`src/rtl/core/sme_ram.sv`:
```
// Generic single-write, single-read RAM with a registered read port.
// No dependencies.
`timescale 1ns / 1ps

module sme_ram #(
	parameter int WIDTH = 8,
	parameter int DEPTH = 16,
	localparam int ADDR_W = (DEPTH > 1) ? $clog2(DEPTH) : 1
) (
	input  logic              clk,
	input  logic              we,
	input  logic [ADDR_W-1:0] waddr,
	input  logic [WIDTH-1:0]  wdata,
	input  logic [ADDR_W-1:0] raddr,
	output logic [WIDTH-1:0]  rdata
);

	logic [WIDTH-1:0] mem [DEPTH];

	// Write port and registered read port.
	always_ff @(posedge clk) begin
		if (we) begin
			mem[waddr] <= wdata;
		end
		rdata <= mem[raddr];
	end

endmodule

```
`config.mk`:
```
export PLATFORM = sky130hd
export DESIGN_NAME = sme_ram
export DESIGN_NICKNAME = d
export VERILOG_FILES = /design/src/rtl/core/sme_ram.sv
export SDC_FILE = /design/constraint.sdc
export NUM_CORES = 1
export LEC_CHECK = 0
export ABC_CLOCK_PERIOD_IN_PS = 2600
export BUFFER_PORTS_ARGS = -buffer_cell sky130_fd_sc_hd__buf_2
export CAP_MARGIN = 15
export CORE_MARGIN = 2
export CORE_UTILIZATION = 60
export DETAILED_ROUTE_END_ITERATION = 12
export HOLD_SLACK_MARGIN = 0.08
export PLACE_DENSITY = 0.78
export SETUP_SLACK_MARGIN = 0.4
export SKIP_CTS_REPAIR_TIMING = 1
export SYNTH_ARGS = -nofsm -noshare
export SYNTH_HDL_FRONTEND = slang
export SYNTH_SLANG_ARGS = --single-unit
```
`constraint.sdc`:
```
create_clock -name clk -period 2.6 [get_ports clk]
set_input_delay 0.13 -clock clk [delete_from_list [all_inputs] [get_ports clk]]
set_output_delay 0.13 -clock clk [all_outputs]
set_load 0.01 [all_outputs]
```
==> metrics.md <==
| Metric | Value |
|---|---|
| Final worst-path cycle share | `0.615` |
| Global placement routability congestion | `0.746` |
| H-Tree Level Count | `4` |
| Final HPWL from detailed placement | `5950 um` |
| Lkg Pwr | `roughly 2.1 nW` |
| CP Class | `input port to flop` |
| Num rows | `33` |
| Maximum clock frequency | `625 MHz` |
| Register area share after synthesis | `0.778` |
| Biggest fanout along the worst timing path | `8` |
| Total number of vias | `2494` |
| Number of cells produced by synthesis | `229` |
| Average wire length per cell after detail routing | `24.8 um` |
| Least setup slack across all paths after layout | `around 1000 ps` |
| Total die area | `0.00934 sq mm` |
| Number of nets in the synthesized netlist | `247` |
| Register-to-register setup slack | `1110 ps` |
| Slew Viols, Final | `0` |
| Nets | `between 300 and 400` |
| Mean instance size in the synthesized netlist | `22.5 sq um` |
| Number of synthesized register bits | `~140` |
| Library cell used as clock root buffer | `sky130_fd_sc_hd__clkbuf_8` |
| Post-route cell area | `0.00609 sq mm` |
| Clock slew at reported path FFs | `60 ps` |
| Setup Skew | `~6.6 ps` |
| Clock latency on the worst-skew pair | `510 ps` |
| Setup total negative slack | `0 ps` |
| Most common cell in the netlist | `sky130_fd_sc_hd__edfxtp_1` |
| Core Area | `between 0.008 and 0.009 sq mm` |
| Worst hold stages | `3` |
| Total congestion overflow | `0` |
| GRT Util Overall | `0.231` |
| Final-report setup violation count | `0` |
| Maximum clock insertion buffer count | `2` |
| TritonCTS clock tree | `built` |
| Relative area change from synthesis to final layout | `18.3%` |
| Setup slack at placement | `728 ps` |
| Number of buffers added by the clock tree synthesis step | `17` |
| Post-detailed-route via-to-cell ratio | `6.19` |
| Maximum number of pins on one net before global-route repair | `33` |
| Total of max-cap violations | `0` |
| Met3 GRT Util | `0.0723` |
| Startpoint type of the worst setup path | `input port` |
| Met2 usage in global routing | `0.361` |
| Residual DRC count | `0` |
| TritonRoute pass-1 iters | `4` |
| I/O pin total | `26` |
| Post-synth top cells | `sky130_fd_sc_hd__edfxtp_1 (128), sky130_fd_sc_hd__mux4_2 (18), sky130_fd_sc_hd__a22oi_1 (16)` |
| Total number of yosys warnings | `0` |
| Number of I/O port buffers | `25` |
| Timing startpoint of the critical path | `waddr[0]` |
| Arrival time of data at the critical path endpoint | `1730 ps` |
| Layout cell share with drive strength beyond 1 | `0.292` |
| Violation count after the first detailed-routing iteration | `230` |
| Crit path largest cell delay | `roughly 690 ps` |
| Async set-or-reset flop fraction in the synthesized netlist | `0` |
| Master of the slowest instance on the critical path | `sky130_fd_sc_hd__nor2_1` |
| Hold Crit Start | `waddr[1]` |
| Antenna Diode Count | `0` |
| Num Clock Sinks | `136` |
| Number of nets with antenna violations after detailed routing | `0` |
| Cell depth of the worst flop-to-flop path | `3` |
| Inst Count DP | `between 300 and 400` |
| Die height | `96.6 um` |
| Data required time of the worst path | `2730 ps` |
| Worst min-delay path category | `input port to flop` |
| Synth Cell Area | `between 0.005 and 0.006 sq mm` |
| Cell type with the highest aggregate area in the netlist | `sky130_fd_sc_hd__edfxtp_1` |
| Delay-heaviest family, CP | `simple AND/OR/NAND/NOR gates` |
| Met1 routing resource usage after global routing | `0.318` |
| Final Non-Filler Cells | `403` |
| Area post-placement | `0.00542 sq mm` |
| Largest cells by area after synthesis | `sky130_fd_sc_hd__edfxtp_1 (75%), sky130_fd_sc_hd__mux4_2 (7.9%), sky130_fd_sc_hd__mux4_1 (7.1%), sky130_fd_sc_hd__dfxtp_1 (3.1%), sky130_fd_sc_hd__a22oi_1 (2.3%)` |
| Final-layout fill cell count | `roughly 470` |
| X dimension of the die | `96.6 um` |
| Area share of the leading cell type in the synthesized netlist | `0.747` |
| Worst slew margin relative to its limit | `0.427` |
| Pwr Total | `4.96 mW` |
| Post-synth EDFFs | `128` |
| Routed Wire Length | `10000 um` |
| Prevailing post-synth register cell | `sky130_fd_sc_hd__edfxtp_1` |
| Maximum ir drop on the vdd rail | `0.445 mV` |
| Combined buffer and inverter count along the critical path | `2` |
| Most congested layer reported by global routing | `met2` |
| Transition time at the pin with the least slew margin | `856 ps` |
| Count of distinct cell types in the synthesized netlist | `19` |
| Clock period minus final worst setup slack | `1600 ps` |
| Critical Path, Cell by Cell | `dlygate4sd3_1, buf_2, nand2b_1, nor2_1` |
| Power per Cell Area | `roughly 810 mW/mm^2` |
| RSZ-0062 raised after global routing | `false` |
| Path length in cells of the critical path | `4` |
| Vias in the first global route | `2517` |
| Startpoint of the most critical register-to-register path | `mem[1][3]$_DFFE_PP_` |
| Initial antenna violation count | `0` |
| Worst Setup End Kind | `flop` |
| Hold violation count in the final report | `0` |
| Effective utilization at floorplan | `0.623` |
| Result of the run | `complete, no violations` |
| First-pass GRT wire length | `15100 um` |
worst reg2reg max path, cell delays in order, from the launching register on:
cell,delay [ps]
sky130_fd_sc_hd__edfxtp_1,400
sky130_fd_sc_hd__mux4_1,550
sky130_fd_sc_hd__a22oi_1,330
sky130_fd_sc_hd__nand2_1,100
worst paths after layout:
path,to
worst max-delay path,mem[2][3]$_DFFE_PP_
worst min-delay path,mem[0][1]$_DFFE_PP_
worst max register to register,rdata[3]$_DFF_P_
worst min register to register,rdata[1]$_DFF_P_
layout make-up:
type / count / area, sq um / area share
flip-flops and latches: 136 / 4000 / 0.658
repair buffers: 47 / 328 / 0.0538
multi-input cells: 83 / 1060 / 0.174
clock buffers: 18 / 418 / 0.0686
well taps: 105 / 131 / 0.0216
clock inverters: 14 / 150 / 0.0247
power by group:
group,internal (mW),switching (mW)
sequential,2.45,0.0162
clock,1.37,0.890
combinational,0.103,0.133
total,3.92,1.04
state kept, by name, summed over array words and instances, names as in the netlist:
name   count
mem      128
rdata      8
through the flow:
| stage | hold slack (ps) | utilization |
|---|---|---|
| after floorplan | 229 | - |
| after global placement | 512 | 0.656 |
| after detailed placement | 520 | 0.656 |
| after CTS | -15.8 | 0.725 |
| after global routing | 177 | 0.737 |
| final | 178 | 0.737 |
cells by family after synthesis:
family                 synth area share
AO/OA/AOI/OAI                    0.0233
AND/OR/NAND/NOR                  0.0318
multiplexers                      0.150
buffers and inverters            0.0168
flip-flops                        0.778
layout by cell type, fill, tap and decap left out, types with 9 or more instances in the layout:
cell type                         n
sky130_fd_sc_hd__buf_4           11
sky130_fd_sc_hd__edfxtp_1       128
sky130_fd_sc_hd__nor2_1          13
sky130_fd_sc_hd__dlygate4sd3_1   10
sky130_fd_sc_hd__mux4_2          18
sky130_fd_sc_hd__buf_2           25
sky130_fd_sc_hd__nand2_1          9
sky130_fd_sc_hd__clkbuf_16       16
sky130_fd_sc_hd__a22oi_1         16
sky130_fd_sc_hd__mux4_1          14
metal layers:
| metal | vias up | wire [um] |
|---|---|---|
| li1 | 1087 | - |
| met1 | 1289 | 4040 |
| met2 | 107 | 5180 |
| met3 | 11 | 637 |
| met4 | 0 | 145 |
| met5 | - | 0 |
Note: power is estimated with default switching activity, not from simulation.
